`src/hdl/ctp_pkg.sv`:
```
// Shared constants, tables and types of the CORDIC Cartesian-to-polar converter.
`default_nettype none
package ctp_pkg;

    localparam int CTP_COORD_WIDTH = 16;
    localparam int CTP_ITERATIONS  = 16;
    localparam int CTP_GUARD       = 16;
    localparam int CTP_HEAD        = 3;
    localparam int CTP_ZW          = 32;
    localparam int CTP_PROD_W      = 64;
    localparam int CTP_TAB_DEPTH   = 32;
    localparam int CTP_GAIN_DEPTH  = 16;

    localparam logic signed [CTP_ZW-1:0] CTP_DEG180   = 32'sd188743680;
    localparam logic signed [CTP_ZW-1:0] CTP_ANG_BIAS = 32'sd2048;
    localparam logic signed [CTP_ZW-1:0] CTP_ANG_MAX  = 32'sd46080;
    localparam logic signed [CTP_ZW-1:0] CTP_ANG_MIN  = -32'sd46080;
    localparam int                       CTP_ANG_SHIFT = 12;

    localparam logic signed [16:0] CTP_OUT180 = 17'sd46080;
    localparam logic signed [16:0] CTP_OUT90  = 17'sd23040;
    localparam logic [15:0]        CTP_RADIUS_MAX = 16'hFFFF;

    localparam logic [2:0] CTP_QUAD_AXIS = 3'd0;
    localparam logic [2:0] CTP_QUAD_1    = 3'd1;
    localparam logic [2:0] CTP_QUAD_2    = 3'd2;
    localparam logic [2:0] CTP_QUAD_3    = 3'd3;
    localparam logic [2:0] CTP_QUAD_4    = 3'd4;

    typedef logic [31:0] t_atan_tab [CTP_TAB_DEPTH];
    typedef logic [31:0] t_gain_tab [CTP_GAIN_DEPTH];

    localparam t_atan_tab CTP_ATAN = '{
        32'd47185920, 32'd27855475, 32'd14718068, 32'd7471121, 32'd3750058,
        32'd1876857, 32'd938658, 32'd469357, 32'd234682, 32'd117342, 32'd58671,
        32'd29335, 32'd14668, 32'd7334, 32'd3667, 32'd1833, 32'd917, 32'd458,
        32'd229, 32'd115, 32'd57, 32'd29, 32'd14, 32'd7, 32'd4, 32'd2, 32'd1,
        32'd0, 32'd0, 32'd0, 32'd0, 32'd0
    };

    localparam t_gain_tab CTP_INV_GAIN = '{
        32'd3037000500, 32'd2716375826, 32'd2635271635, 32'd2614921742,
        32'd2609829388, 32'd2608555990, 32'd2608237621, 32'd2608158028,
        32'd2608138129, 32'd2608133154, 32'd2608131911, 32'd2608131600,
        32'd2608131522, 32'd2608131503, 32'd2608131498, 32'd2608131496
    };

    typedef struct packed {
        logic [2:0]         quad;
        logic               special;
        logic [15:0]        sp_radius;
        logic signed [16:0] sp_angle;
    } t_side;

endpackage
`default_nettype wire

```
`src/hdl/ctp_pre.sv`:
```
// Input cell: quadrant, axis cases and turn of the vector into the right half-plane.
`default_nettype none
module ctp_pre #(
    parameter int COORD_WIDTH = 16,
    parameter int XW          = 35
) (
    input  wire logic                          i_clk,
    input  wire logic                          i_rst_n,
    input  wire logic                          i_valid,
    output logic                               o_ready,
    input  wire logic signed [COORD_WIDTH-1:0] i_x_coord,
    input  wire logic signed [COORD_WIDTH-1:0] i_y_coord,
    output logic                               o_valid,
    input  wire logic                          i_ready,
    output logic signed [XW-1:0]               o_x,
    output logic signed [XW-1:0]               o_y,
    output logic signed [ctp_pkg::CTP_ZW-1:0]  o_z,
    output ctp_pkg::t_side                     o_side
);
    import ctp_pkg::*;

    logic                    r_valid, n_valid;
    logic                    load;
    logic signed [XW-1:0]    r_x, r_y, n_x, n_y;
    logic signed [CTP_ZW-1:0] r_z, n_z;
    t_side                   r_side, n_side;
    logic signed [COORD_WIDTH:0] sx, sy, ax, ay;
    logic [63:0]             ax_ext, ay_ext;
    logic signed [XW-1:0]    cx, cy;

    assign o_ready = !r_valid || i_ready;
    assign load    = i_valid && o_ready;

    always_comb begin
        n_valid = load || (r_valid && !i_ready);

        sx = {i_x_coord[COORD_WIDTH-1], i_x_coord};
        sy = {i_y_coord[COORD_WIDTH-1], i_y_coord};
        ax = sx[COORD_WIDTH] ? -sx : sx;
        ay = sy[COORD_WIDTH] ? -sy : sy;
        ax_ext = {{(63 - COORD_WIDTH){1'b0}}, ax};
        ay_ext = {{(63 - COORD_WIDTH){1'b0}}, ay};

        n_side.quad = CTP_QUAD_AXIS;
        if (i_x_coord > 0 && i_y_coord > 0) begin
            n_side.quad = CTP_QUAD_1;
        end else if (i_x_coord < 0 && i_y_coord > 0) begin
            n_side.quad = CTP_QUAD_2;
        end else if (i_x_coord < 0 && i_y_coord < 0) begin
            n_side.quad = CTP_QUAD_3;
        end else if (i_x_coord > 0 && i_y_coord < 0) begin
            n_side.quad = CTP_QUAD_4;
        end

        n_side.special   = 1'b0;
        n_side.sp_radius = '0;
        n_side.sp_angle  = '0;
        if (i_y_coord == 0) begin
            n_side.special   = 1'b1;
            n_side.sp_radius = (ax_ext > 64'd65535) ? CTP_RADIUS_MAX : ax_ext[15:0];
            n_side.sp_angle  = i_x_coord < 0 ? CTP_OUT180 : 17'sd0;
        end else if (i_x_coord == 0) begin
            n_side.special   = 1'b1;
            n_side.sp_radius = (ay_ext > 64'd65535) ? CTP_RADIUS_MAX : ay_ext[15:0];
            n_side.sp_angle  = i_y_coord > 0 ? CTP_OUT90 : -CTP_OUT90;
        end

        cx = {{CTP_HEAD{i_x_coord[COORD_WIDTH-1]}}, i_x_coord, {CTP_GUARD{1'b0}}};
        cy = {{CTP_HEAD{i_y_coord[COORD_WIDTH-1]}}, i_y_coord, {CTP_GUARD{1'b0}}};
        if (cx < 0) begin
            n_x = -cx;
            n_y = -cy;
            n_z = (cy > 0) ? CTP_DEG180 : -CTP_DEG180;
        end else begin
            n_x = cx;
            n_y = cy;
            n_z = '0;
        end
    end

    always_ff @(posedge i_clk) begin
        if (!i_rst_n) begin
            r_valid <= 1'b0;
        end else begin
            r_valid <= n_valid;
        end
    end

    always_ff @(posedge i_clk) begin
        if (load) begin
            r_x    <= n_x;
            r_y    <= n_y;
            r_z    <= n_z;
            r_side <= n_side;
        end
    end

    assign o_valid = r_valid;
    assign o_x     = r_x;
    assign o_y     = r_y;
    assign o_z     = r_z;
    assign o_side  = r_side;

endmodule
`default_nettype wire

```
`config.mk`:
```
export PLATFORM = sky130hd
export DESIGN_NAME = ctp_pre
export DESIGN_NICKNAME = d
export VERILOG_FILES = /design/src/hdl/ctp_pkg.sv /design/src/hdl/ctp_pre.sv
export SDC_FILE = /design/constraint.sdc
export NUM_CORES = 1
export LEC_CHECK = 0
export BUFFER_PORTS_ARGS = -buffer_cell sky130_fd_sc_hd__clkbuf_2
export CORE_ASPECT_RATIO = 2
export CORE_MARGIN = 1
export CORE_UTILIZATION = 44
export DETAILED_ROUTE_END_ITERATION = 6
export PLACE_DENSITY = 0.78
export SLEW_MARGIN = 20
export SYNTH_ARGS = -nofsm -noshare
export SYNTH_HDL_FRONTEND = slang
export SYNTH_SLANG_ARGS = --single-unit
```
`constraint.sdc`:
```
create_clock -name i_clk -period 2.7 [get_ports i_clk]
set_clock_uncertainty 0.05 [all_clocks]
set_input_delay 0.27 -clock i_clk [delete_from_list [all_inputs] [get_ports i_clk]]
set_output_delay 0.27 -clock i_clk [all_outputs]
set_load 0.05 [all_outputs]
```
==> results.sh <==
export IMPL_clockBufferDepth=2
export IMPL_syn_mean_instance_area_um2=10.8
export IMPL_synthDominantCellAreaShare=0.490
export IMPL_fillers=809
export IMPL_place_area_um2=4550
export IMPL_clock_power_share=0.389
export IMPL_worstHoldStart="i_rst_n"
export IMPL_relSlewSlack=0.659
export IMPL_p_int_uw=2260
export IMPL_startpoint="i_x_coord[1]"
export IMPL_arrival_ns=2.61
export IMPL_wl_per_cell_um=15.2
export IMPL_portBuffers=113
export IMPL_dieArea_um2=9610
export IMPL_async_reset_ff_frac=0
export IMPL_core_area_um2=8950
export IMPL_ir_drop_mv=0.466
export IMPL_cts_made_buffers=9
export IMPL_path_max_fanout=3
export IMPL_finalCritPeriodShare=0.912
export IMPL_cts_htree_levels=3
export IMPL_drive_above_1_share=0.330
export IMPL_io_pin_count=177
export IMPL_area_growth_synth_to_final_pct=20.6
export IMPL_period_minus_slack_ns=2.46
export IMPL_p_sw_frac=0.319
export IMPL_synth_largest_area_cell="edfxtp_1"
export IMPL_num_antenna_cells=0
export IMPL_endpoint_kind="register"
export IMPL_fmax_mhz=406
export IMPL_holdWs_ns=0.131
export IMPL_via_per_inst=5.11
export IMPL_synthDistinctLibCells=48
export IMPL_setup_viol_count_final=0
export IMPL_required_ns=2.85
export IMPL_combPwrFrac=0.233
export IMPL_grt_remaining_overflow=0
export IMPL_grt_pass1_wl_um=13500
export IMPL_power_per_cell_area_nw_per_um2=680
export IMPL_dpl_hpwl_um=7030
export IMPL_cts_sinks=67
export IMPL_synth_area_um2=4050
export IMPL_cellLeakagePower_uw=0.00214
export IMPL_start_kind="input port"
export IMPL_holdBufCountCts=0
export IMPL_grt_use_total=0.184
export IMPL_cts_tree="built"
export IMPL_worst_setup_path_endpoint="o_side[30]$_DFFE_PP_"
export IMPL_ys_ff_latch=67
export IMPL_path_class="input port to register"
export IMPL_netlist_instances=376
export IMPL_grt_setup_unrepaired="false"
export IMPL_max_slew_worst_pin_slew_ns=0.507
export IMPL_fin_nets=541
export IMPL_ys_warnings_count=0
export IMPL_status="completed"
export IMPL_initial_utilization=0.452
export IMPL_r2r_end="o_side[19]$_DFFE_PP_"
export IMPL_drc=0
export IMPL_die_h_um=138
export IMPL_die_x_um=69.8
export IMPL_gp_congestion=0.870
export IMPL_r2r_setup_slack_ns=1.37
export IMPL_path_clk_slew_ns=0.05
export IMPL_first_iter_violations=210
export IMPL_fp_row_count=49
export IMPL_synth_seq_area_share=0.495
export IMPL_synth_edff_count=66
export IMPL_ff2ff_path_depth=3
export IMPL_final_max_slew_violation_count=0
export IMPL_cts_root_buf="clkbuf_16"
export IMPL_r2r_start="o_valid$_SDFF_PN0_"
export IMPL_p_sw_uw=1060
export IMPL_cts_resized=0
export IMPL_grt_pass1_vias=2895
export IMPL_antenna_found_initial=0
export IMPL_maxCapViolCount=0
export IMPL_p_seq_frac=0.377
export IMPL_min_path_type="input port to register"
export IMPL_clock_latency_ns=0.32
export IMPL_finalHoldViolCount=0
export IMPL_power_uw=3320
export IMPL_grt_max_degree=67
export IMPL_synth_top_cells_by_area="edfxtp_1 (49%), buf_4 (14%), xnor2_1 (6.1%), o21ai_0 (5.3%), ha_1 (3.1%)"
export IMPL_via_count=3074
export IMPL_antenna_left=0
export IMPL_post_route_cell_area_um2=4880
export IMPL_synth_ff_type="edfxtp_1"
export IMPL_routed_wirelength_um=9130
export IMPL_post_cts_buffers=0
export IMPL_dr_pass1_iters=4
==> cells in the mapped netlist (2+ instances only) <==
master    instances
or2_2             6
nand2b_1          8
or4_1             2
a211oi_1          2
xnor2_1          28
a31oi_1           3
buf_4            73
nor2_1           13
or3_4             3
o41ai_1           5
o21ai_0          43
xor2_1            7
nand3_1           2
nor4_1            3
inv_1             9
a21o_1            2
a21oi_1           7
mux2i_1           2
and2_1            4
o31ai_1           5
nor3_1            7
or3_1             5
clkinv_1          2
clkbuf_1         15
nand2_1          23
edfxtp_1         66
ha_1             10
==> per-stage QoR <==
step	util	instances	setup TNS (ns)	setup WS, ns
final	0.545	602	0	0.237
after global routing	0.545	602	0	0.0938
after CTS	0.545	602	0	0.268
after detailed placement	0.508	586	-0.0412	-0.0412
after global placement	0.508	586	0	0.0155
after floorplan	-	440	0	0.0206
==> per-layer routing <==
layer | part of all wire | global-route usage | up-vias
met5 | 0 | 0 | -
met3 | 0.059 | 0.0358 | 34
met2 | 0.57 | 0.349 | 159
li1 | - | - | 1435
met4 | 0.049 | 0.129 | 0
met1 | 0.33 | 0.173 | 1446
==> placed cells by master, fill, tap and decap left out, drive strengths merged, types with 2 or more instances in the layout <==
cell    instances
clkbuf        122
edfxtp         66
conb           65
o21ai          44
xnor2          28
nand2          23
buf            20
nor2           13
ha             10
inv             9
nand2b          8
or3             8
a21oi           7
xor2            7
nor3            7
or2             6
clkinv          6
o41ai           5
o31ai           5
and2            4
nor4            4
a31oi           3
bufinv          3
or4             3
nand3           2
a211oi          2
mux2i           2
a21o            2
==> kinds of logic (layout without fill, tap and decap cells) <==
logic type	after synthesis	after routing	synth area share
buffers and inverters	100	160	0.160
DFF	67	67	0.495
adders and majority gates	10	10	0.0309
muxes	2	2	0.00495
and+or+nand+nor	86	86	0.122
AOI/OAI and AO/OA	75	75	0.110
other	1	65	0.000927
xor gates and xnor gates	35	35	0.0758
==> power by group through the flow <==
stage	clock, µW	sequential [µW]	combinational (µW)
3_5_place_dp	0	1270	772
4_1_cts	1310	1250	775
5_1_grt	1350	1260	809
6_report	1290	1250	774
2_1_floorplan	0	1510	450
3_3_place_gp	0	1270	763
==> sequential cells by signal, indices dropped and copies added, names as in the netlist <==
signal and count:
o_y 19, o_valid 1, o_x 19, o_side 25, o_z 3
==> worst max-delay path, cell delays in order <==
cell and delay (ns):
clkbuf_2 0.10, inv_1 0.07, ha_1 0.19, or4b_1 0.49
or3_1 0.43, nor3_2 0.18, ha_2 0.21, nand2b_1 0.07
inv_1 0.08, nand2_1 0.05, or2_2 0.26, o211ai_1 0.10
a31o_2 0.13
==> how the worst min path moves through the flow <==
stage,slack [ns],cells after the start,end
CTS,0.13,2,o_valid$_SDFF_PN0_
finish,0.13,2,o_valid$_SDFF_PN0_
detailed placement,0.47,2,o_valid$_SDFF_PN0_
global placement,0.45,2,o_valid$_SDFF_PN0_
global route,0.13,2,o_valid$_SDFF_PN0_
floorplan,0.32,0,o_x[16]$_DFFE_PP_
==> final cells by class <==
| class | count | area, µm² | area share |
|---|---|---|---|
| Inverter | 11 | 41.3 | 0.00846 |
| Sequential cell | 67 | 2000 | 0.410 |
| Multi-Input combinational cell | 273 | 1650 | 0.338 |
| Clock buffer | 9 | 225 | 0.0461 |
| Clock inverter | 7 | 106 | 0.0218 |
| Timing Repair Buffer | 133 | 728 | 0.149 |
| Tap cell | 102 | 128 | 0.0261 |
Note: power is estimated with default switching activity, not from simulation.
