### src/hdl/ctp_pkg.sv
// Shared constants, tables and types of the CORDIC Cartesian-to-polar converter.
`default_nettype none
package ctp_pkg;

    localparam int CTP_COORD_WIDTH = 16;
    localparam int CTP_ITERATIONS  = 16;
    localparam int CTP_GUARD       = 16;
    localparam int CTP_HEAD        = 3;
    localparam int CTP_ZW          = 32;
    localparam int CTP_PROD_W      = 64;
    localparam int CTP_TAB_DEPTH   = 32;
    localparam int CTP_GAIN_DEPTH  = 16;

    localparam logic signed [CTP_ZW-1:0] CTP_DEG180   = 32'sd188743680;
    localparam logic signed [CTP_ZW-1:0] CTP_ANG_BIAS = 32'sd2048;
    localparam logic signed [CTP_ZW-1:0] CTP_ANG_MAX  = 32'sd46080;
    localparam logic signed [CTP_ZW-1:0] CTP_ANG_MIN  = -32'sd46080;
    localparam int                       CTP_ANG_SHIFT = 12;

    localparam logic signed [16:0] CTP_OUT180 = 17'sd46080;
    localparam logic signed [16:0] CTP_OUT90  = 17'sd23040;
    localparam logic [15:0]        CTP_RADIUS_MAX = 16'hFFFF;

    localparam logic [2:0] CTP_QUAD_AXIS = 3'd0;
    localparam logic [2:0] CTP_QUAD_1    = 3'd1;
    localparam logic [2:0] CTP_QUAD_2    = 3'd2;
    localparam logic [2:0] CTP_QUAD_3    = 3'd3;
    localparam logic [2:0] CTP_QUAD_4    = 3'd4;

    typedef logic [31:0] t_atan_tab [CTP_TAB_DEPTH];
    typedef logic [31:0] t_gain_tab [CTP_GAIN_DEPTH];

    localparam t_atan_tab CTP_ATAN = '{
        32'd47185920, 32'd27855475, 32'd14718068, 32'd7471121, 32'd3750058,
        32'd1876857, 32'd938658, 32'd469357, 32'd234682, 32'd117342, 32'd58671,
        32'd29335, 32'd14668, 32'd7334, 32'd3667, 32'd1833, 32'd917, 32'd458,
        32'd229, 32'd115, 32'd57, 32'd29, 32'd14, 32'd7, 32'd4, 32'd2, 32'd1,
        32'd0, 32'd0, 32'd0, 32'd0, 32'd0
    };

    localparam t_gain_tab CTP_INV_GAIN = '{
        32'd3037000500, 32'd2716375826, 32'd2635271635, 32'd2614921742,
        32'd2609829388, 32'd2608555990, 32'd2608237621, 32'd2608158028,
        32'd2608138129, 32'd2608133154, 32'd2608131911, 32'd2608131600,
        32'd2608131522, 32'd2608131503, 32'd2608131498, 32'd2608131496
    };

    typedef struct packed {
        logic [2:0]         quad;
        logic               special;
        logic [15:0]        sp_radius;
        logic signed [16:0] sp_angle;
    } t_side;

endpackage
`default_nettype wire

### src/hdl/ctp_gain.sv
// Output cells: gain correction by partial products, rounding, clamping and result register.
`default_nettype none
module ctp_gain #(
    parameter int XW         = 35,
    parameter int ITERATIONS = 16
) (
    input  wire logic                              i_clk,
    input  wire logic                              i_rst_n,
    input  wire logic                              i_valid,
    output logic                                   o_ready,
    input  wire logic signed [XW-1:0]              i_x,
    input  wire logic signed [ctp_pkg::CTP_ZW-1:0] i_z,
    input  wire ctp_pkg::t_side                    i_side,
    output logic                                   o_valid,
    input  wire logic                              i_ready,
    output logic [2:0]                             o_quadrant,
    output logic [15:0]                            o_radius,
    output logic signed [16:0]                     o_angle_deg
);
    import ctp_pkg::*;

    localparam int GAIN_IDX = (ITERATIONS > CTP_GAIN_DEPTH ? CTP_GAIN_DEPTH : ITERATIONS) - 1;
    localparam logic [31:0] GAIN = CTP_INV_GAIN[GAIN_IDX];

    logic                     r_va, n_va, r_vb, n_vb;
    logic                     a_ready, b_ready, load_a, load_b;
    logic [CTP_PROD_W-1:0]    ux;
    logic [CTP_PROD_W-1:0]    r_hi_prod, r_lo_prod, n_hi_prod, n_lo_prod;
    logic signed [CTP_ZW-1:0] zr;
    logic signed [16:0]       r_angle_a, n_angle_a;
    t_side                    r_side_a;
    logic [64:0]              psum, prnd;
    logic [48:0]              rshift;
    logic [15:0]              n_radius, r_radius;
    logic signed [16:0]       r_angle_b;
    logic [2:0]               r_quad;

    assign b_ready = !r_vb || i_ready;
    assign a_ready = !r_va || b_ready;
    assign o_ready = a_ready;
    assign load_a  = i_valid && a_ready;
    assign load_b  = r_va && b_ready;

    always_comb begin
        n_va = load_a || (r_va && !b_ready);
        n_vb = load_b || (r_vb && !i_ready);

        ux = {{(CTP_PROD_W - XW){1'b0}}, i_x};
        n_hi_prod = {32'b0, ux[63:32]} * {32'b0, GAIN};
        n_lo_prod = {32'b0, ux[31:0]} * {32'b0, GAIN};

        zr = (i_z + CTP_ANG_BIAS) >>> CTP_ANG_SHIFT;
        if (i_side.special) begin
            n_angle_a = i_side.sp_angle;
        end else if (zr > CTP_ANG_MAX) begin
            n_angle_a = CTP_OUT180;
        end else if (zr < CTP_ANG_MIN) begin
            n_angle_a = -CTP_OUT180;
        end else begin
            n_angle_a = zr[16:0];
        end

        psum   = {1'b0, r_hi_prod} + {33'b0, r_lo_prod[63:32]};
        prnd   = psum + (65'd1 << (CTP_GUARD - 1));
        rshift = prnd[64:CTP_GUARD];
        if (r_side_a.special) begin
            n_radius = r_side_a.sp_radius;
        end else if (|rshift[48:16]) begin
            n_radius = CTP_RADIUS_MAX;
        end else begin
            n_radius = rshift[15:0];
        end
    end

    always_ff @(posedge i_clk) begin
        if (!i_rst_n) begin
            r_va <= 1'b0;
            r_vb <= 1'b0;
        end else begin
            r_va <= n_va;
            r_vb <= n_vb;
        end
    end

    always_ff @(posedge i_clk) begin
        if (load_a) begin
            r_hi_prod <= n_hi_prod;
            r_lo_prod <= n_lo_prod;
            r_angle_a <= n_angle_a;
            r_side_a  <= i_side;
        end
        if (load_b) begin
            r_radius  <= n_radius;
            r_angle_b <= r_angle_a;
            r_quad    <= r_side_a.quad;
        end
    end

    assign o_valid     = r_vb;
    assign o_quadrant  = r_quad;
    assign o_radius    = r_radius;
    assign o_angle_deg = r_angle_b;

endmodule
`default_nettype wire

### config.mk
export PLATFORM = sky130hd
export DESIGN_NAME = ctp_gain
export DESIGN_NICKNAME = d
export VERILOG_FILES = /design/src/hdl/ctp_pkg.sv /design/src/hdl/ctp_gain.sv
export SDC_FILE = /design/constraint.sdc
export NUM_CORES = 1
export LEC_CHECK = 0
export ABC_AREA = 1
export BUFFER_PORTS_ARGS = -buffer_cell sky130_fd_sc_hd__buf_2
export CAP_MARGIN = 5
export CORE_MARGIN = 1
export CORE_UTILIZATION = 60
export DETAILED_ROUTE_END_ITERATION = 6
export HOLD_SLACK_MARGIN = 0.02
export MAX_ROUTING_LAYER = met4
export PLACE_DENSITY = 0.88
export SKIP_LAST_GASP = 1
export SLEW_MARGIN = 0
export SYNTH_ARGS = -nofsm -noshare
export SYNTH_HDL_FRONTEND = slang
export SYNTH_SLANG_ARGS = --single-unit
### constraint.sdc
create_clock -name i_clk -period 8.56 [get_ports i_clk]
set_input_delay 1.284 -clock i_clk [delete_from_list [all_inputs] [get_ports i_clk]]
set_output_delay 1.284 -clock i_clk [all_outputs]
set_load 0.005 [all_outputs]
==> impl.org, run 1 <==
** Layout
- Antenna diodes :: 0
- Nets :: 4214
- The area growth from synthesis to layout is 7.299%.
- Layout cell share with drive strength beyond 1 :: 6.211%
- After filler insertion, the fill cell instance count of the layout stands at 3545.

** Yosys
- Combined area of all synthesized cells :: 27550 µm²
- The number of nets in the synthesized netlist is 4070.
- In this run, distinct cell masters in the synthesized netlist total 44.
- In the synthesized netlist the async set-or-reset flop fraction comes to 0%.
- The largest total area in the synthesized netlist belongs to fa_1.
- Dividing the synthesized area by the synthesized cell count gives 8.944 µm².
- Post-synthesis instance total :: 3080
- Among all flip-flop cells after synthesis, the most frequent one is edfxtp_1.
- Summed over its instances, the top area cell type makes up 33.36% of the synthesized netlist area.
- By area the synthesized netlist is led by fa_1 33%, ha_1 19%, edfxtp_1 15%, inv_1 12%, nand2_1 5.1%.
- Yosys warning total :: 0
- Yosys mapped a number of flops with a built-in enable equal to 134.
- Sequential area share after synthesis :: 14.75%
- After synthesis the netlist holds a flip-flop and latch count of 136.

** Critical path
- Cell occurring most often along the worst timing path :: fa_1
- The worst setup path is captured at a flip-flop.
- Worst path slowest cell :: fa_1
- Buffer and inverter count on the worst path :: 8
- Type of the worst setup path :: in2reg
- STA puts the critical path data arrival time at 7.90 ns.
- In this run the worst path has a maximum fanout of 7.
- STA puts the critical path data required time at 8.73 ns.
- STA classifies the critical path startpoint as an input port.
- The largest single stage delay on the critical path is 0.55 ns.
- Number of cells on the worst reg-to-reg path :: 12
- The setup check on the worst reg-to-reg path leaves a slack of 5.33 ns.
- The critical path runs through a total of 25 cells.
- Cell type group with the largest total delay on the critical path :: adder cells

** Floorplanning
- After floorplanning, the core was sized to cover 45280 µm².
- Overall die width :: 216.3 µm
- Standard-cell rows :: 78
- Pin placement for this block handled 146 I/O pins.
- Overall die area :: 46770 µm²
- Once the floorplan was initialized, standard cells occupied 60.83% of the core.
- Die height :: 216.3 µm

** Clock network
- PostCTS Resize Cnt :: 0
- H-tree levels :: 4
- Clock tree synthesis inserted a total of 17 buffers.
- In this run, post-CTS hold repair placed 0 buffers.
- Buffers added to address setup during post-CTS repair amount to 0.
- After clock tree synthesis, the clock-pin slew on the worst setup and hold paths is 0.06 ns.
- TritonCTS built the clock tree.
- Counting every sink on the clock net gives 136.
- For the worst-skew pair, the clock arrives at the later sink with an insertion delay of 0.43 ns.
- Clock buffer depth :: 2
- The tree is rooted in a clkbuf_16.

** GRT
- Wire length of the first global-routing pass :: 112.7 mm
- The via count of the first global-routing pass is 22116.
- Pin count of the biggest net entering global routing :: 68
- Overflow left after global routing :: 0
- Overall Global Routing Usage :: 32.13%
- Number of antenna violations at the first check in global routing :: 0

** Route
- The count of nets left with antenna violations once routing finished came out at 0.
- Via count :: 21046
- For this run, the detailed router's first-pass iteration total came to 6.
- DRC violation count after routing :: 0
- Total Wirelength :: 70.67 mm
- Dividing the detail-routed wire length by the instance count gives 18.42 µm.
- The first routing iteration left 1695 violations.
- Using the TritonRoute via totals, the vias-per-cell ratio works out to 5.486.

** Placed design
- Weighted congestion reported at the end of routability-driven placement :: 1.013
- Once detailed placement completed, the half-perimeter wirelength came to 62.09 mm.
- The count of buffers added on input and output ports is 134.

** Hold path
- Path category of the worst min-delay check :: reg2reg
- Count of cells along the worst hold path :: 0

** STA
- Slew at the pin closest to its max-slew limit :: 1.120 ns
- The final hold violation count is 0.
- The worst path uses 90.22% of the clock period.
- For the finished layout, the period the worst path requires is 7.723 ns.
- For the final routed database, the setup TNS stands at 0 ns.
- Unrepaired setup endpoints after global routing :: false
- Headroom to the max-slew limit came out at 25.19%.
- Slew Viols, Final :: 0
- The clock arrives with 0.009582 ns of skew.
- Maximum clock frequency :: 129.5 MHz
- Setup violators final :: 0

** Outcome
- Run status :: finished, final reports clean

** Run
- Max-cap violations in this run came to 0.
## synthesized netlist by cell type, drive strengths merged, types with 8 or more instances
master  count
a21o       24
a21oi     147
a31oi      13
edfxtp    134
fa        459
ha        423
inv       897
nand2     384
nand3     101
nand4      19
nor2      245
nor3       19
o21a        8
o21ai      74
o21bai     13
xnor2      20
xor2       46
## state kept, by name (all words and copies together) (netlist names)
| name | count |
|---|---|
| o_angle_deg | 17 |
| o_quadrant | 3 |
| o_radius | 16 |
| o_valid | 1 |
| r_angle_a | 17 |
| r_hi_prod | 32 |
| r_lo_prod | 29 |
| r_side_a | 20 |
| r_va | 1 |
## worst reg2reg max path, cell delays in order, from the launching register on
cell and delay (ns):
edfxtp_1 0.41, ha_1 0.32, ha_1 0.36, a21oi_1 0.24, o21ai_0 0.20, a21oi_1 0.23
nand2_1 0.18, nand2_1 0.10, nand2_1 0.06, nand2_1 0.08, nand4_1 0.44, nor2_1 0.30
nor2_1 0.06
## logic make-up (layout without fill, tap and decap cells)
| kind of cell | count (synthesis) | count (layout) | share of synthesized area [%] |
|---|---|---|---|
| XOR/XNOR | 66 | 66 | 2.098 |
| adder cells (fa/ha/maj) | 882 | 882 | 52.57 |
| AND/OR/NAND/NOR | 785 | 785 | 11.95 |
| flip-flops | 136 | 136 | 14.75 |
| buffers and inverters | 911 | 1067 | 12.47 |
| AO/OA/AOI/OAI | 300 | 300 | 6.159 |
## routing by layer
| metal | share of wire, % | wire (µm) | GRT usage, % |
|---|---|---|---|
| met1 | 40 | 28290 | 40.08 |
| met2 | 49 | 34350 | 53.46 |
| met3 | 7.5 | 5286 | 4.547 |
| met4 | 3.9 | 2737 | 11.60 |
| met5 | 0 | 0 | - |
## placed cells by master (no fill, tap or decap), drive strengths merged, types with 4 or more instances in the layout
| cell | netlist | final |
|---|---|---|
| bufinv | 0 | 4 |
| nor4 | 6 | 6 |
| clkinv | 0 | 7 |
| o21a | 8 | 8 |
| a21oi | 147 | 147 |
| a21o | 24 | 24 |
| inv | 897 | 897 |
| and3 | 6 | 6 |
| ha | 423 | 423 |
| o21bai | 13 | 13 |
| nand2 | 384 | 384 |
| fa | 459 | 459 |
| a31oi | 13 | 13 |
| xor2 | 46 | 46 |
| xnor2 | 20 | 20 |
| o21ai | 74 | 74 |
| nor3 | 19 | 19 |
| nand4 | 19 | 19 |
| a21boi | 5 | 5 |
| o211ai | 5 | 5 |
| edfxtp | 134 | 134 |
| clkbuf | 7 | 18 |
| buf | 7 | 139 |
| nand3 | 101 | 101 |
| nor2 | 245 | 245 |
## path summary, 6_finish.rpt
path,startpoint,to
max,i_x[7],r_lo_prod[47]
min,r_angle_a[11],o_angle_deg[11]
max reg2reg,r_hi_prod[16],o_radius[14]
min reg2reg,r_angle_a[11],o_angle_deg[11]
## through the flow
stage	std cells	hold slack (ns)	setup slack (ns)	utilization (%)	cell area, µm²
2_1_floorplan	3080	0.4003	1.484	-	27550
3_3_place_gp	3805	0.4006	0.6035	63.93	28950
3_5_place_dp	3805	0.4045	0.4612	63.93	28950
4_1_cts	3836	0.4178	0.8759	65.27	29560
5_1_grt	3836	0.4242	0.6196	65.27	29560
6_report	3836	0.4165	0.8369	65.27	29560
## layout make-up
| type | count | area (µm²) | share of cell area, % |
|---|---|---|---|
| Clock buffer | 18 | 429.2 | 1.452 |
| Sequential cell | 136 | 4064 | 13.75 |
| Inverter | 897 | 3368 | 11.40 |
| Multi-Input combinational cell | 2033 | 20060 | 67.86 |
| Tap cell | 600 | 750.7 | 2.540 |
| Clock inverter | 13 | 178.9 | 0.6053 |
| Timing Repair Buffer | 139 | 708.2 | 2.396 |
Power of run 1 is not shown: default switching activity piles up to over one toggle a cycle in this logic, so the estimate is an artifact.
==> run 2, diff against run 1 <==
--- a/config.mk
+++ b/config.mk
@@ -5,15 +5,15 @@
 export SDC_FILE = /design/constraint.sdc
 export NUM_CORES = 1
 export LEC_CHECK = 0
-export ABC_AREA = 1
 export BUFFER_PORTS_ARGS = -buffer_cell sky130_fd_sc_hd__buf_2
 export CAP_MARGIN = 5
 export CORE_MARGIN = 1
 export CORE_UTILIZATION = 60
+export CTS_BUF_LIST = sky130_fd_sc_hd__clkbuf_4
 export DETAILED_ROUTE_END_ITERATION = 6
 export HOLD_SLACK_MARGIN = 0.02
 export MAX_ROUTING_LAYER = met4
-export PLACE_DENSITY = 0.88
+export PLACE_DENSITY = 0.89
 export SKIP_LAST_GASP = 1
 export SLEW_MARGIN = 0
 export SYNTH_ARGS = -nofsm -noshare
==> run 2 against run 1 <==
The flow now finishes with violations (DRC). Register-to-register slack got worse by 0.64 ns. First-iteration DRC count is 39% lower. Global-route usage is 2.0 points lower. Core utilization increased by 0.73 points. Wire length decreased by 15%. Non-clock buffer count is 43 higher. Sequential share of layout area increased by 1.2 points. Flip-flop and latch count is the same. Worst hold slack better by 0.0084 ns. Via count is 17% lower. Count of clock-buffer cells in the layout up 1. Clock skew rose by 0.016 ns.
==> impl.org, run 2 <==
** Critical path
- The capturing element type of the critical path is a flip-flop (unchanged).
- CP Data Arrival Time :: 8.33 ns (was 7.90 ns)
- Startpoint kind of the worst setup timing path :: input port (unchanged)
- The critical path start-end classification was in2reg (unchanged).
- Number of cells on the worst reg-to-reg path :: 12 (unchanged)
- The beginning of the worst register-to-register path was r_hi_prod[10] (was r_hi_prod[16]).
- Highest net fanout along the worst path :: 6 (was 7)
- Worst reg2reg endpoint :: o_radius[0] (was o_radius[14])
- The data required time at the worst endpoint came to 8.83 ns (was 8.73 ns).
- Slack of the worst reg-to-reg path :: 4.69 ns (was 5.33 ns)

** Route
- The first-pass iteration count of the detailed router came to 7 (was 6).
- Vias per std cell :: 5.627 (was 5.486)
- Via count :: 17477 (was 21046)
- The post-route antenna net violation count was 0 (unchanged).
- The wire length after detailed routing came to 60.41 mm (was 70.67 mm).
- The remaining routing DRC violations came to 6 (was 0).
- Routed WL per cell :: 19.45 µm (was 18.42 µm)
- Number of DRC markers after the initial detailed-route iteration :: 1039 (was 1695)

** Floorplanning
- The die outline width was 207.1 µm (was 216.3 µm).
- Standard-cell rows :: 74 (was 78)
- Initial Utilization :: 61.37% (was 60.83%)
- The core footprint was 41110 µm² (was 45280 µm²).
- The die outline area is 42870 µm² (was 46770 µm²).
- Total I/O pin count :: 146 (unchanged)
- The overall die height is 207.1 µm (was 216.3 µm).

** STA
- Slew at the pin closest to its max-slew limit :: 1.071 ns (was 1.120 ns)
- The final worst hold slack is 0.4250 ns (was 0.4165 ns).
- Setup violators final :: 0 (unchanged)
- Slew Viols, Final :: 0 (unchanged)
- The worst clock skew on the final layout came to 0.02572 ns (was 0.009582 ns).
- Sum Neg Setup Slack :: 0 ns (unchanged)
- Unrepaired setup endpoints after global routing: false (unchanged).
- The upper clock frequency limit is 124.0 MHz (was 129.5 MHz).
- Max_slew headroom :: 28.44% (was 25.19%)
- Share of the clock period used by the worst path after layout :: 94.21% (was 90.22%)
- The final critical delay including setup and external delays came to 8.064 ns (was 7.723 ns).
- The final hold violation count is 0 (unchanged).

** GRT
- The met2 usage in global routing is 50.59% (was 53.46%).
- Number of global-route vias before repair :: 18783 (was 22116)
- The number of antenna violations at the first check in global routing was 0 (unchanged).
- The peak-usage layer in the global routing report was met2 (unchanged).
- The met3 demand-to-capacity share in global routing came to 5.246% (was 4.547%).
- Overall Global Routing Usage :: 30.11% (was 32.13%)
- The global-route wire length before repair was 97.52 mm (was 112.7 mm).
- Pin count of the biggest net entering global routing :: 79 (was 68)
- The total overflow reported by the global router was 0 (unchanged).
- Global Route met1 Usage :: 37.86% (was 40.08%)

** Yosys
- The post-synthesis area per instance was 10.61 µm² (was 8.944 µm²).
- Cell accounting for the most synthesized area :: fa_1 (unchanged)
- Synth Register Bits :: 136 (unchanged)
- The synthesized netlist net count was 3368 (was 4070).
- The count of flip-flops with a built-in enable after synthesis came to 134 (unchanged).
- Post-synthesis instance total :: 2378 (was 3080)
- The area fraction of the dominant cell type after synthesis came to 36.42% (was 33.36%).
- The share of flip-flops with an asynchronous set or reset after synthesis is 0% (unchanged).
- The count of yosys warnings during synthesis is 0 (unchanged).
- Cell with the most instances after synthesis :: inv_1 (unchanged)
- Sequential area share after synthesis :: 16.11% (was 14.75%)
- Top post-synthesis cells by count :: 734 x inv_1, 459 x fa_1, 423 x ha_1 (was 895 x inv_1, 459 x fa_1, 423 x ha_1)
- Dominant cells by area after synthesis :: fa_1 36%, ha_1 21%, edfxtp_1 16%, inv_1 11%, xnor2_1 1.8% (was fa_1 33%, ha_1 19%, edfxtp_1 15%, inv_1 12%, nand2_1 5.1%)
- The most common flop cell mapped by yosys is edfxtp_1 (unchanged).
- Distinct cells, synth :: 69 (was 44)
- Combined area of all synthesized cells :: 25230 µm² (was 27550 µm²)

** Clock network
- The clock buffer count from CTS is 17 (unchanged).
- The clock transition at the registers of the reported paths is 0.10 ns (was 0.06 ns).
- Hold buffer count at cts :: 0 (unchanged)
- The H-tree depth came to 4 (unchanged).
- PostCTS Resize Cnt :: 0 (unchanged)
- TritonCTS clock tree :: yes (unchanged)
- Clock Root Buffer :: clkbuf_4 (was clkbuf_16)
- The post-CTS setup-driven buffer insertion count came to 0 (unchanged).
- The number of buffers on the longest clock path is 2 (unchanged).
- The clock network latency to the later pin of the worst-skew pair is 0.53 ns (was 0.43 ns).
- CTS sink count :: 136 (unchanged)

** Layout
- The share of the core filled with cells came to 66.00% (was 65.27%).
- Commonest cells after routing, fill and taps aside :: 734 x inv_1, 459 x fa_1, 423 x ha_1 (was 894 x inv_1, 459 x fa_1, 423 x ha_1)
- The post-layout net count was 3551 (was 4214).
- Layout cell share with drive strength beyond 1 :: 9.405% (was 6.211%)
- Flip-flop count of the largest register after layout :: 32 (unchanged)
- Synthesis-to-layout area growth :: 7.549% (was 7.299%)
- The most frequent standard cell in the layout excluding fill and tap cells is inv_1 (unchanged).
- The register containing the most flip-flops in the final layout was r_hi_prod (unchanged).
- Largest registers :: r_hi_prod: 32 flops, r_lo_prod: 29 flops, r_side_a: 20 flops (unchanged)
- Total non-filler cell area in the finished layout :: 27130 µm² (was 29560 µm²)
- Filler cells :: 3082 (was 3545)

** Placed design
- The post-detailed-placement cell area is 26860 µm² (was 28950 µm²).
- Number of buffers added on ports :: 134 (unchanged)
- Dpl hpwl :: 53.58 mm (was 62.09 mm)
- Weighted congestion reported at the end of routability-driven placement :: 1.059 (was 1.013)

** Outcome
- Violated checks :: DRC
- Run status: finished with violations (was finished, final reports clean).

** Hold path
- The class of the most critical hold timing path was reg2reg (unchanged).
- Count of cells along the worst hold path :: 0 (unchanged)
- Hold worst-path end :: o_angle_deg[4] (was o_angle_deg[11])
- Start point of the worst min-delay path :: r_angle_a[4] (was r_angle_a[11])

** Run
- Maximum capacitance violations :: 0 (unchanged)
-- run 2: how the worst max path moves through the flow --
stage | endpoint | cells after the start | slack, ns | startpoint
after floorplan | r_lo_prod[61] | 25 | 0.84 | i_x[13]
after global routing | r_lo_prod[56] | 25 | 0.21 | i_x[12]
after global placement | r_lo_prod[61] | 24 | 0.15 | i_x[12]
final | r_lo_prod[56] | 25 | 0.50 | i_x[12]
after detailed placement | r_lo_prod[61] | 26 | 0.04 | i_x[12]
after CTS | r_lo_prod[56] | 25 | 0.58 | i_x[12]
-- run 2: routing by layer --
layer	part of all wire, %	vias up	wire length [µm]
li1	-	7852	-
met1	40	8804	24170
met2	50	704	30200
met3	7.1	117	4266
met4	2.9	0	1775
met5	0	-	0
-- run 2: cell families (layout without fill, tap and decap cells) --
family,Yosys count,count (layout),synth area share [%]
muxes,2,2,0.08431
other,0,1,0
adders and majority gates,882,882,57.40
xor gates and xnor gates,81,81,2.812
buffers and inverters,753,948,11.24
DFF,136,136,16.11
and+or+nand+nor,237,237,4.781
AOI/OAI and AO/OA,287,287,7.573
-- run 2: layout make-up --
| class | count | area [µm²] | share of cell area [%] |
|---|---|---|---|
| inverter | 735 | 2759 | 10.17 |
| antenna | 1 | 2.502 | 0.009223 |
| tap | 532 | 665.6 | 2.453 |
| clock inverter | 12 | 128.9 | 0.4750 |
| clock buffer | 19 | 142.6 | 0.5257 |
| sequential | 136 | 4064 | 14.98 |
| multi-input combinational | 1489 | 18340 | 67.59 |
| timing repair buffer | 182 | 1031 | 3.800 |
-- run 2: critical path: stages --
cell and delay (ns):
buf_2 0.18, buf_4 0.19, ha_1 0.41, fa_1 0.55, inv_1 0.06, fa_1 0.59, fa_1 0.46, fa_1 0.54
inv_1 0.05, fa_1 0.49, fa_1 0.50, inv_1 0.06, fa_1 0.47, inv_1 0.06, ha_1 0.34, nand3_1 0.16
nor3_1 0.27, nand3_1 0.14, nor4_1 0.32, nor3_1 0.08, o21a_1 0.16, o21ai_1 0.28, a311o_1 0.37, a41oi_1 0.17
xnor2_1 0.15
-- run 2: stage by stage --
step           worst slack, ns  instances
5_1_grt                 0.2145       3105
3_3_place_gp            0.1470       3074
6_report                0.4956       3106
3_5_place_dp           0.04484       3074
4_1_cts                 0.5784       3105
2_1_floorplan           0.8413       2378
Power of run 2 is left out for the same reason.
==> run 3, diff against run 2 <==
==> constraint.sdc (replaced) <==
create_clock -name i_clk -period 8.56 [get_ports i_clk]
set_input_delay 0.856 -clock i_clk [delete_from_list [all_inputs] [get_ports i_clk]]
set_output_delay 0.856 -clock i_clk [all_outputs]
set_load 0.005 [all_outputs]
==> run 3 against run 2 <==
The run still ends with DRC left. Global-route usage about the same. Register-to-register slack improved by 0.09 ns. Design area decreased by 1.1%. Worst hold slack improved by 0.0028 ns. Clock skew increased by 0.0030 ns. Non-clock buffer count decreased by 35. Critical endpoint unchanged.
==> impl.org, run 3 (synthesis results as in run 2) <==
** Critical path
- The capturing element type of the critical path is a flip-flop (unchanged).
- The worst endpoint data arrival time was 8.08 ns (was 8.33 ns).
- The largest fanout on the critical path was 7 (was 6).
- The critical path start-end classification is in2reg (unchanged).
- Startpoint kind of the worst setup timing path :: input port (unchanged)
- Number of cells on the worst reg-to-reg path :: 12 (unchanged)
- The data required time at the worst endpoint is 8.85 ns (was 8.83 ns).

** Layout
- Register ranked first by flip-flop count :: r_hi_prod (unchanged)
- Antenna diodes :: 0 (was 1)
- Largest registers: r_hi_prod: 32 flops, r_lo_prod: 29 flops, r_side_a: 20 flops (unchanged).
- Commonest cells after routing, fill and taps aside :: 734 x inv_1, 459 x fa_1, 423 x ha_1 (unchanged)
- The final cell count without fillers was 3071 (was 3106).
- Commonest non-fill, non-tap cell in the layout :: inv_1 (unchanged)
- Layout cell share with drive strength beyond 1 :: 8.192% (was 9.405%)
- The number of flip-flops in the largest register was 32 (unchanged).
- Synthesis-to-layout area growth :: 6.408% (was 7.549%)
- Total non-filler cell area in the finished layout :: 26840 µm² (was 27130 µm²)
- Nets :: 3516 (was 3551)

** GRT
- The aggregate global-route resource usage is 30.14% (was 30.11%).
- The number of antenna violations at the first check in global routing was 0 (unchanged).
- The total overflow reported by the global router came to 0 (unchanged).
- Number of global-route vias before repair :: 19041 (was 18783)
- Pin count of the biggest net entering global routing :: 79 (unchanged)
- Wire length of the first global-routing pass :: 97.37 mm (was 97.52 mm)

** Route
- The post-route antenna net violation count is 0 (unchanged).
- Total Wirelength :: 60.03 mm (was 60.41 mm)
- Routed WL per cell :: 19.55 µm (was 19.45 µm)
- The total via count in the routed design came to 17316 (was 17477).
- The remaining routing DRC violations came to 4 (was 6).
- Detailed-router iteration count before antenna repair :: 7 (unchanged)
- Number of DRC markers after the initial detailed-route iteration :: 1186 (was 1039)
- The average vias per placed instance is 5.639 (was 5.627).

** STA
- Slew Viols, Final :: 0 (unchanged)
- The final critical delay including setup and external delays came to 7.793 ns (was 8.064 ns).
- The worst relative slew slack came to 26.98% (was 28.44%).
- Unrepaired setup endpoints after global routing :: false (unchanged)
- Clock skew :: 0.02870 ns (was 0.02572 ns)
- Share of the clock period used by the worst path after layout :: 91.04% (was 94.21%)
- Count of endpoints failing hold in the final timing report :: 0 (unchanged)
- Setup violators final :: 0 (unchanged)
- Slew at the pin closest to its max-slew limit :: 1.093 ns (was 1.071 ns)
- The setup TNS is 0 ns (unchanged).
- The upper clock frequency limit came to 128.3 MHz (was 124.0 MHz).
- The worst setup slack after layout came to 0.7670 ns (was 0.4956 ns).

** Clock network
- CTS clk-pin slew, worst paths :: 0.12 ns (was 0.10 ns)
- The clock tree from TritonCTS is yes (unchanged).
- Clock buffer depth :: 2 (unchanged)
- Clock Root Buffer :: clkbuf_4 (unchanged)
- The number of gates resized after cts was 0 (unchanged).
- CTS sink count :: 136 (unchanged)
- H-tree levels :: 4 (unchanged)
- The clock network latency to the later pin of the worst-skew pair was 0.55 ns (was 0.53 ns).
- Hold buffer count at cts :: 0 (unchanged)
- # Post-CTS Setup Buffers :: 0 (unchanged)
- The clock buffer count from CTS is 17 (unchanged).

** Placed design
- The post-DP HPWL came to 53.13 mm (was 53.58 mm).
- The number of placed instances with taps included is 3039 (was 3074).
- Placement-stage worst setup slack :: 0.2962 ns (was 0.04484 ns)
- Number of buffers added on ports :: 134 (unchanged)
- Post-Place Cell Area :: 26600 µm² (was 26860 µm²)
- Weighted congestion reported at the end of routability-driven placement :: 0.9852 (was 1.059)

** Floorplanning
- Overall die width :: 207.1 µm (unchanged)
- Standard-cell rows :: 74 (unchanged)
- The die outline area was 42870 µm² (unchanged).
- Total I/O pin count :: 146 (unchanged)
- The core footprint was 41110 µm² (unchanged).
- The initial core utilization was 61.37% (unchanged).
- The overall die height came to 207.1 µm (unchanged).

** Outcome
- Violated checks :: DRC (unchanged)
- Run status :: finished with violations (unchanged)

** Run
- The number of maximum-capacitance constraint violations came to 0 (unchanged).

** Hold path
- The class of the most critical hold timing path was reg2reg (unchanged).
- The instance count along the most critical hold path is 0 (unchanged).
[run 3: cell types whose count changed in the layout (fill, tap and decap cells not counted)]
cell | previous run | this run
clkinvlp_4 | 4 | 3
buf_4 | 48 | 13
clkinv_2 | 1 | 4
diode_2 | 1 | 0
bufinv_16 | 2 | 1
[run 3: critical path, stage by stage]
cell	delay (ns)
buf_2	0.19
buf_4	0.20
ha_1	0.43
fa_1	0.57
inv_1	0.06
fa_1	0.46
fa_1	0.55
inv_1	0.06
fa_1	0.57
fa_1	0.43
fa_1	0.50
inv_1	0.06
fa_1	0.51
inv_1	0.05
ha_1	0.38
nand2_1	0.08
nor3_1	0.24
nand3_1	0.15
nor4_1	0.37
nor3_1	0.08
o21a_1	0.16
o21ai_1	0.39
a311o_1	0.41
a41oi_1	0.18
xnor2_1	0.15
[run 3: metal layers]
metal | GRT usage [%] | share of wire, %
met5 | - | 0
met4 | 11.58 | 4.3
met3 | 5.534 | 7.3
met2 | 49.85 | 49
met1 | 36.84 | 39
[run 3: through the flow]
| step | hold WS, ns | util (%) |
|---|---|---|
| after CTS | 0.4233 | 65.30 |
| after floorplan | 0.4003 | - |
| after detailed placement | 0.4045 | 64.69 |
| after global routing | 0.4321 | 65.30 |
| after global placement | 0.4024 | 64.69 |
| final | 0.4278 | 65.30 |
[run 3: final cells by class]
type / instances / area [µm²]
clock buffer: 19 / 142.6
clock inverter: 13 / 106.4
fill: 2999 / 14260
inverter: 735 / 2759
multi-input combinational: 1489 / 18340
sequential: 136 / 4064
tap: 532 / 665.6
timing repair buffer: 147 / 768.2
[run 3: path summary, 6_finish.rpt]
check,from,end,slack (ns)
setup / recovery,i_x[13],r_lo_prod[56],0.77
hold / removal,r_angle_a[10],o_angle_deg[10],0.43
setup reg to reg,r_hi_prod[9],o_radius[3],4.78
hold reg to reg,r_angle_a[10],o_angle_deg[10],0.43
Power of run 3 is left out for the same reason.
